`src/hw/rtl/buq_pkg.sv`:
```
// buq_pkg: shared types and codes of the buffered uart byte queues block
// holds the request/response word types, opcodes, fsm states and the
// controller-to-datapath command struct; depends on nothing
package buq_pkg;

   // opcodes of the request word
   localparam logic [2:0] OP_RX_BYTE = 3'd0;
   localparam logic [2:0] OP_TX_DONE = 3'd1;
   localparam logic [2:0] OP_SEND    = 3'd2;
   localparam logic [2:0] OP_READ    = 3'd3;
   localparam logic [2:0] OP_POLL    = 3'd4;

   // request word
   typedef struct packed {
      logic [2:0] opcode;
      logic [7:0] data_byte;
   } req_type;

   // response word
   typedef struct packed {
      logic       tx_start;
      logic [7:0] tx_byte;
      logic       send_accepted;
      logic [7:0] read_data;
      logic [6:0] rx_level;
      logic       overflow_event;
   } rsp_type;

   // controller states
   typedef enum logic [1:0] {
      ST_IDLE,
      ST_EXEC,
      ST_RESP
   } state_type;

   // controller to datapath commands
   typedef struct packed {
      logic load;     // capture the request word
      logic exec;     // apply the opcode to the queues
      logic respond;  // drive the response word
   } cmd_type;

endpackage

```
`src/hw/rtl/buq_ctrl.sv`:
```
// buq_ctrl: controller state machine of the byte queues block
// sequences capture, execute and respond for one request word
// depends on buq_pkg
module buq_ctrl (
   input  logic             clock,
   input  logic             reset,
   input  logic             start,
   output logic             busy,
   output logic             rsp_valid,
   output buq_pkg::cmd_type cmd
);

   buq_pkg::state_type state_ff, state_in;

   // state register
   always_ff @(posedge clock) begin
      if (reset) begin
         state_ff <= buq_pkg::ST_IDLE;
      end else begin
         state_ff <= state_in;
      end
   end

   // next state
   always_comb begin
      state_in = state_ff;
      unique case (state_ff)
         buq_pkg::ST_IDLE: begin
            if (start) begin
               state_in = buq_pkg::ST_EXEC;
            end
         end
         buq_pkg::ST_EXEC: begin
            state_in = buq_pkg::ST_RESP;
         end
         buq_pkg::ST_RESP: begin
            state_in = buq_pkg::ST_IDLE;
         end
         default: begin
            state_in = buq_pkg::ST_IDLE;
         end
      endcase
   end

   // outputs
   always_comb begin
      busy        = 1'b1;
      rsp_valid   = 1'b0;
      cmd.load    = 1'b0;
      cmd.exec    = 1'b0;
      cmd.respond = 1'b0;
      unique case (state_ff)
         buq_pkg::ST_IDLE: begin
            busy     = 1'b0;
            cmd.load = start;
         end
         buq_pkg::ST_EXEC: begin
            cmd.exec = 1'b1;
         end
         buq_pkg::ST_RESP: begin
            rsp_valid   = 1'b1;
            cmd.respond = 1'b1;
         end
         default: begin
            busy = 1'b1;
         end
      endcase
   end

   // an accepted word keeps the block busy next cycle
   assert property (@(posedge clock) disable iff (reset)
      (start && !busy) |=> busy)
      else $error("busy not raised after accept");

   // a response always follows an execute cycle
   assert property (@(posedge clock) disable iff (reset)
      rsp_valid |-> $past(cmd.exec))
      else $error("response without execute");

   // one strobe per word
   assert property (@(posedge clock) disable iff (reset)
      rsp_valid |=> !rsp_valid)
      else $error("response strobe longer than one cycle");

endmodule

```
`src/hw/rtl/buq_dpath.sv`:
```
// buq_dpath: datapath of the byte queues block
// receive ring fifo, transmit queue, pointers, counts and sticky flag
// depends on buq_pkg
module buq_dpath #(
   parameter int RX_DEPTH = 64,
   parameter int TX_DEPTH = 64
) (
   input  logic             clock,
   input  logic             reset,
   input  buq_pkg::cmd_type cmd,
   input  buq_pkg::req_type req_data,
   output buq_pkg::rsp_type rsp_data
);

   localparam int RX_AW = $clog2(RX_DEPTH);
   localparam int TX_AW = $clog2(TX_DEPTH);
   localparam int RX_CW = $clog2(RX_DEPTH + 1);
   localparam int TX_CW = $clog2(TX_DEPTH + 1);

   // request word register
   buq_pkg::req_type req_ff;

   // queue control state
   logic [RX_AW-1:0] rx_head_ff, rx_head_in, rx_tail_ff, rx_tail_in;
   logic [RX_CW-1:0] rx_fill_ff, rx_fill_in;
   logic [TX_AW-1:0] tx_head_ff, tx_head_in, tx_tail_ff, tx_tail_in;
   logic [TX_CW-1:0] tx_pending_ff, tx_pending_in;
   logic             ovf_flag_ff, ovf_flag_in;

   // memories and registered read data
   logic [7:0] rx_mem [RX_DEPTH];
   logic [7:0] tx_mem [TX_DEPTH];
   logic [7:0] rx_rd_ff, tx_rd_ff;

   // response flags from the execute cycle
   logic       start_ff, start_in;
   logic       from_mem_ff, from_mem_in;
   logic       acc_ff, acc_in;
   logic       rd_ff, rd_in;
   logic       ovf_ev_ff, ovf_ev_in;
   logic       rx_wr, tx_wr;

   logic [31:0] fill_ext;

   // capture request word
   always_ff @(posedge clock) begin
      if (cmd.load) begin
         req_ff <= req_data;
      end
   end

   // opcode decode and next state
   always_comb begin
      rx_head_in    = rx_head_ff;
      rx_tail_in    = rx_tail_ff;
      rx_fill_in    = rx_fill_ff;
      tx_head_in    = tx_head_ff;
      tx_tail_in    = tx_tail_ff;
      tx_pending_in = tx_pending_ff;
      ovf_flag_in   = ovf_flag_ff;
      start_in      = 1'b0;
      from_mem_in   = 1'b0;
      acc_in        = 1'b0;
      rd_in         = 1'b0;
      ovf_ev_in     = 1'b0;
      rx_wr         = 1'b0;
      tx_wr         = 1'b0;
      unique case (req_ff.opcode)
         buq_pkg::OP_RX_BYTE: begin
            if (rx_fill_ff != RX_CW'(RX_DEPTH)) begin
               rx_wr      = 1'b1;
               rx_fill_in = rx_fill_ff + RX_CW'(1);
               rx_head_in = (rx_head_ff == RX_AW'(RX_DEPTH - 1)) ? '0
                          : rx_head_ff + RX_AW'(1);
            end else begin
               ovf_flag_in = 1'b1;
            end
         end
         buq_pkg::OP_TX_DONE: begin
            if (tx_pending_ff == TX_CW'(1)) begin
               tx_pending_in = '0;
            end else if (tx_pending_ff != '0) begin
               tx_pending_in = tx_pending_ff - TX_CW'(1);
               start_in      = 1'b1;
               from_mem_in   = 1'b1;
               tx_tail_in    = (tx_tail_ff == TX_AW'(TX_DEPTH - 1)) ? '0
                             : tx_tail_ff + TX_AW'(1);
            end
         end
         buq_pkg::OP_SEND: begin
            if (tx_pending_ff == '0) begin
               start_in      = 1'b1;
               tx_pending_in = TX_CW'(1);
               acc_in        = 1'b1;
            end else if (tx_pending_ff != TX_CW'(TX_DEPTH)) begin
               tx_wr         = 1'b1;
               tx_pending_in = tx_pending_ff + TX_CW'(1);
               tx_head_in    = (tx_head_ff == TX_AW'(TX_DEPTH - 1)) ? '0
                             : tx_head_ff + TX_AW'(1);
               acc_in        = 1'b1;
            end else begin
               ovf_flag_in = 1'b1;
            end
         end
         buq_pkg::OP_READ: begin
            if (rx_fill_ff != '0) begin
               rd_in      = 1'b1;
               rx_fill_in = rx_fill_ff - RX_CW'(1);
               rx_tail_in = (rx_tail_ff == RX_AW'(RX_DEPTH - 1)) ? '0
                          : rx_tail_ff + RX_AW'(1);
            end
         end
         buq_pkg::OP_POLL: begin
            ovf_ev_in   = ovf_flag_ff;
            ovf_flag_in = 1'b0;
         end
         default: begin
            ovf_ev_in = 1'b0;
         end
      endcase
   end

   // control registers, updated in the execute cycle
   always_ff @(posedge clock) begin
      if (reset) begin
         rx_head_ff    <= '0;
         rx_tail_ff    <= '0;
         rx_fill_ff    <= '0;
         tx_head_ff    <= '0;
         tx_tail_ff    <= '0;
         tx_pending_ff <= '0;
         ovf_flag_ff   <= 1'b0;
      end else if (cmd.exec) begin
         rx_head_ff    <= rx_head_in;
         rx_tail_ff    <= rx_tail_in;
         rx_fill_ff    <= rx_fill_in;
         tx_head_ff    <= tx_head_in;
         tx_tail_ff    <= tx_tail_in;
         tx_pending_ff <= tx_pending_in;
         ovf_flag_ff   <= ovf_flag_in;
      end
   end

   // response flags
   always_ff @(posedge clock) begin
      if (cmd.exec) begin
         start_ff    <= start_in;
         from_mem_ff <= from_mem_in;
         acc_ff      <= acc_in;
         rd_ff       <= rd_in;
         ovf_ev_ff   <= ovf_ev_in;
      end
   end

   // receive memory: write at head, read at tail
   always_ff @(posedge clock) begin
      if (cmd.exec && rx_wr) begin
         rx_mem[rx_head_ff] <= req_ff.data_byte;
      end
      if (cmd.exec) begin
         rx_rd_ff <= rx_mem[rx_tail_ff];
      end
   end

   // transmit memory: write at head, read at tail
   always_ff @(posedge clock) begin
      if (cmd.exec && tx_wr) begin
         tx_mem[tx_head_ff] <= req_ff.data_byte;
      end
      if (cmd.exec) begin
         tx_rd_ff <= tx_mem[tx_tail_ff];
      end
   end

   // response word, fill level already reflects the step
   assign fill_ext = 32'(rx_fill_ff);

   always_comb begin
      rsp_data = '0;
      if (cmd.respond) begin
         rsp_data.tx_start       = start_ff;
         rsp_data.tx_byte        = !start_ff ? 8'd0
                                 : (from_mem_ff ? tx_rd_ff : req_ff.data_byte);
         rsp_data.send_accepted  = acc_ff;
         rsp_data.read_data      = rd_ff ? rx_rd_ff : 8'd0;
         rsp_data.rx_level       = fill_ext[6:0];
         rsp_data.overflow_event = ovf_ev_ff;
      end
   end

   // receive fill never exceeds the depth
   assert property (@(posedge clock) disable iff (reset)
      rx_fill_ff <= RX_CW'(RX_DEPTH))
      else $error("receive fill beyond depth");

   // transmit count never exceeds the depth
   assert property (@(posedge clock) disable iff (reset)
      tx_pending_ff <= TX_CW'(TX_DEPTH))
      else $error("transmit count beyond depth");

   // queue state moves only in an execute cycle
   assert property (@(posedge clock) disable iff (reset)
      !cmd.exec |=> ($stable(rx_fill_ff) && $stable(tx_pending_ff)))
      else $error("queue state changed outside execute");

endmodule

```
`src/hw/rtl/buffered_uart_byte_queues_unit.sv`:
```
// buffered_uart_byte_queues_unit: uart receive fifo and transmit queue
// command-style front end; joins buq_ctrl and buq_dpath
// depends on buq_pkg, buq_ctrl, buq_dpath
//
// Usage:
//   A request word (opcode, data_byte) on req_data is taken at a rising edge
//   where start is high and busy is low. Opcodes: rx byte arrived, tx done,
//   send byte, read byte, poll overflow flag.
//   Exactly one response word follows on rsp_data, marked by rsp_valid for
//   one cycle, in the response state that follows the execute state. busy
//   stays high until the edge that ends the response cycle, so no new word
//   is taken before the last one has had its response. The execute state does
//   the pointer/count update and the memory accesses; the memory read is registered.
//   The receiver cannot stall: the response is shown for one cycle only.
//   Reset (synchronous, active high) empties both queues and clears the
//   overflow flag; memory contents are not cleared and need no sweep.
module buffered_uart_byte_queues_unit #(
   parameter int RX_DEPTH = 64,
   parameter int TX_DEPTH = 64
) (
   input  logic             clock,
   input  logic             reset,
   input  logic             start,
   output logic             busy,
   input  buq_pkg::req_type req_data,
   output logic             rsp_valid,
   output buq_pkg::rsp_type rsp_data
);

   buq_pkg::cmd_type cmd;

   // controller
   buq_ctrl u_ctrl (
      .clock     (clock),
      .reset     (reset),
      .start     (start),
      .busy      (busy),
      .rsp_valid (rsp_valid),
      .cmd       (cmd)
   );

   // datapath
   buq_dpath #(
      .RX_DEPTH (RX_DEPTH),
      .TX_DEPTH (TX_DEPTH)
   ) u_dpath (
      .clock    (clock),
      .reset    (reset),
      .cmd      (cmd),
      .req_data (req_data),
      .rsp_data (rsp_data)
   );

endmodule

```
`config.mk`:
```
export PLATFORM = sky130hd
export DESIGN_NAME = buffered_uart_byte_queues_unit
export DESIGN_NICKNAME = d
export VERILOG_FILES = /design/src/hw/rtl/buq_pkg.sv /design/src/hw/rtl/buq_ctrl.sv /design/src/hw/rtl/buq_dpath.sv /design/src/hw/rtl/buffered_uart_byte_queues_unit.sv
export SDC_FILE = /design/constraint.sdc
export NUM_CORES = 1
export LEC_CHECK = 0
export BUFFER_PORTS_ARGS = -buffer_cell sky130_fd_sc_hd__buf_2
export CAP_MARGIN = 5
export CORE_MARGIN = 3
export CORE_UTILIZATION = 55
export DETAILED_ROUTE_END_ITERATION = 8
export PLACE_DENSITY_LB_ADDON = 0.12
export SYNTH_ARGS = -nofsm -noshare
export SYNTH_HDL_FRONTEND = slang
export SYNTH_HIERARCHICAL = 1
export SYNTH_SLANG_ARGS = --single-unit
```
`constraint.sdc`:
```
create_clock -name clock -period 7.8 [get_ports clock]
set_input_delay 0.78 -clock clock [delete_from_list [all_inputs] [get_ports clock]]
set_output_delay 0.78 -clock clock [all_outputs]
set_load 0.1 [all_outputs]
```
==> out/results.tsv <==
stage	metric	value	unit
status	status	finished clean	
global_routing	pin count of the biggest net entering global routing	105	
floorplan	core area	77800	µm²
power_and_ir_drop	sequential power share	0.550	
clocking	Num CTS Buffers	109	
placement	Routability Congestion	0.834	
finish	share of cells above drive strength 1	0.218	
yosys	Async SR Flop Fraction	0	
placement	IO buf count	41	
power_and_ir_drop	Comb pwr share	0.016	
drt	starting DRC count in detailed routing	2279	
power_and_ir_drop	pwr dens	245	nW/µm²
power_and_ir_drop	sw power	2.32	mW
drt	WL/cell	29.0	µm
clocking	Post-CTS Setup Inserts	0	
floorplan	Initial Util	0.559	
clocking	Clock Tree Buf Depth	3	
floorplan	io pins	42	
clocking	CTS root buf	clkbuf_16	
clocking	H-Tree Depth	3	
floorplan	row cnt	102	
timing	fmax	242	MHz
floorplan	Die Y	287	µm
timing	total negative slack	0	ns
global_routing	grt ovf	0	
clocking	post-cts hold buffer count	0	
timing	max-slew violations	0	
setup_path	crit path max fanout	26	
clocking	cts repair resizes	0	
yosys	ys flop type	edfxtp_1	
finish	most common cell after layout, fill and taps aside	edfxtp_1	
drt	Via density	6.36	
global_routing	antenna violations before repair	1	
timing	final hold vios	0	
setup_path	Worst Setup Path Type	flip-flop to flip-flop	
clocking	CTS tree	done	
drt	Vias	21600	
power_and_ir_drop	internal power	9.48	mW
clocking	clock sinks	1097	
global_routing	global-route wire length before repair	147000	µm
finish	most frequent cells in the layout	edfxtp_1 (1056), mux4_2 (246), nor2_1 (194), clkbuf_16 (110), mux2i_1 (103)	
power_and_ir_drop	Switching Share	0.197	
timing	RSZ-0062 raised after global routing	no	
floorplan	width of the die	287	µm
yosys	Cells after Synth	2212	
drt	Antenna Nets Post-Route	0	
power_and_ir_drop	P_leak	14.6	nW
placement	HPWL Detailed	59300	µm
drt	Routed WL	98400	µm
yosys	Mapped Area	43500	µm²
global_routing	vias in the first global route	21900	
yosys	share of the synthesized area in the top cell type	0.729	
timing	slew margin rel.	0.178	
yosys	#FFs+latches synth	1097	
timing	final setup fails	0	
power_and_ir_drop	Clk pwr share	0.435	
timing	Clock Skew	0.0346	ns
setup_path	Setup crit end kind	flip-flop	
power_and_ir_drop	worst vdd ir	0.000197	V
yosys	Syn Area/Cell	19.7	µm²
setup_path	Worst EP arrival	4.43	ns
clocking	worst skew pair latency	0.67	ns
yosys	number of synthesized flops with an enable pin	1056	
yosys	Synth area leader	edfxtp_1	
finish	diode count	0	
yosys	YS warnings	6	
drt	TritonRoute pass-1 iters	5	
timing	hold_ws	0.305	ns
finish	Fill cells	5504	
setup_path	Setup crit start kind	flip-flop	
yosys	synth unique cells	72	
drt	DRC errors left	0	
yosys	Syn Nets	2235	
timing	worst-margin pin slew	1.23	ns
clocking	Reg clk slew, reported paths	0.06	ns
yosys	Seq/Total Area, Yosys	0.748	
finish	Nets	2288	
setup_path	Critical Path RT	8.10	ns
min_path	hold crit path type	input pin to flip-flop	
power_and_ir_drop	Power Total	11.8	mW
global_routing	GR Util All Layers	0.243	
floorplan	Die ar.	82500	µm²
timing	final worst path period share	0.530	
run	max_cap viols	0	
finish	P&R area growth vs syn	10.7	%
yosys	Area contributors post-synth	edfxtp_1 (73%), mux4_2 (13%), mux2i_1 (2.4%)	
timing	Min Clock Period, post-route	4.13	ns
-- power groups by stage --
stage | registers, mW | clock network, mW | logic, mW
after global routing | 6.48 | 5.47 | 0.203
after floorplan | 6.66 | 0 | 0.0542
after global placement | 6.61 | 0 | 0.185
after detailed placement | 6.61 | 0 | 0.192
after CTS | 6.48 | 5.22 | 0.191
final | 6.48 | 5.13 | 0.188
-- final timing paths --
| check | startpoint | to | slack, ns | cells after the start |
|---|---|---|---|---|
| setup / recovery | u_ctrl/state_ff[0] | u_dpath/tx_mem[43][7] | 3.67 | 6 |
| hold / removal | req_data[7] | u_dpath/req_ff[7] | 0.30 | 1 |
| setup reg to reg | u_ctrl/state_ff[0] | u_dpath/tx_mem[43][7] | 3.67 | 6 |
| hold reg to reg | u_dpath/ovf_flag_ff | u_dpath/ovf_flag_ff | 0.52 | 2 |
-- cell families (layout without fill, tap and decap cells) --
kind of cell / count (synthesis) / count (layout) / share of synthesized area
fa+ha+maj: 9 / 9 / 0.00259
xor+xnor: 17 / 17 / 0.00342
simple gates: 386 / 386 / 0.0430
buf+inv: 142 / 288 / 0.0161
compound gates: 200 / 200 / 0.0325
flops: 1097 / 1097 / 0.748
mux: 361 / 361 / 0.154
-- state kept, by name, summed over array words and instances (netlist names) --
name and count:
u_dpath/rx_head_ff 6, u_dpath/rx_fill_ff 7, u_dpath/req_ff 11, u_dpath/from_mem_ff 1, u_dpath/rx_tail_ff 6, u_dpath/tx_head_ff 6, u_dpath/tx_pending_ff 7, u_dpath/ovf_ev_ff 1
u_dpath/ovf_flag_ff 1, u_dpath/tx_rd_ff 8, u_dpath/rx_rd_ff 8, u_dpath/rd_ff 1, u_dpath/rx_mem 512, u_dpath/acc_ff 1, u_dpath/tx_mem 512, u_dpath/tx_tail_ff 6
u_ctrl/state_ff 2, u_dpath/start_ff 1
-- layout make-up --
class                           instances  area, µm²  area share
Clock buffer                          140       2890      0.0599
Sequential cell                      1097      32600       0.676
Multi-Input combinational cell        973      10300       0.213
Clock inverter                         64        644      0.0134
Tap cell                             1040       1300      0.0270
Timing Repair Buffer                   73        458     0.00951
Inverter                               11       41.3    0.000857
-- worst max-delay path, cell delays in order, from the launching register on --
cell     delay, ns
dfxtp_1       0.42
nor2b_4       0.83
inv_1         0.33
a211o_1       0.37
nor2_1        0.21
nand3_1       0.74
nor2_1        0.87
-- stage by stage --
stage / std cells / setup WS [ns] / util / cell area (µm²)
2_1_floorplan: 2212 / 3.73 / - / 43500
3_3_place_gp: 3194 / 3.81 / 0.573 / 44600
3_5_place_dp: 3194 / 3.64 / 0.573 / 44600
4_1_cts: 3398 / 3.64 / 0.619 / 48200
5_1_grt: 3398 / 3.43 / 0.619 / 48200
6_report: 3398 / 3.67 / 0.619 / 48200
-- Yosys cell counts, types with 21 or more instances --
cell / count
edfxtp_1: 1056
mux4_2: 246
nor2_1: 194
mux2i_1: 103
clkbuf_1: 51
nand2_1: 49
buf_2: 45
dfxtp_1: 41
a21oi_1: 38
a22oi_1: 37
nand3_1: 27
o21ai_0: 27
nor2b_1: 21
-- per-layer routing --
metal	vias to the layer above	wire length, µm	global-route usage	share of wire
met5	-	0	0	0
met4	0	2970	0.0760	0.030
met3	180	6030	0.0320	0.061
met2	840	49000	0.397	0.50
met1	11400	40400	0.345	0.41
li1	9192	-	-	-
No activity file was read; power rests on OpenSTA's default activity.
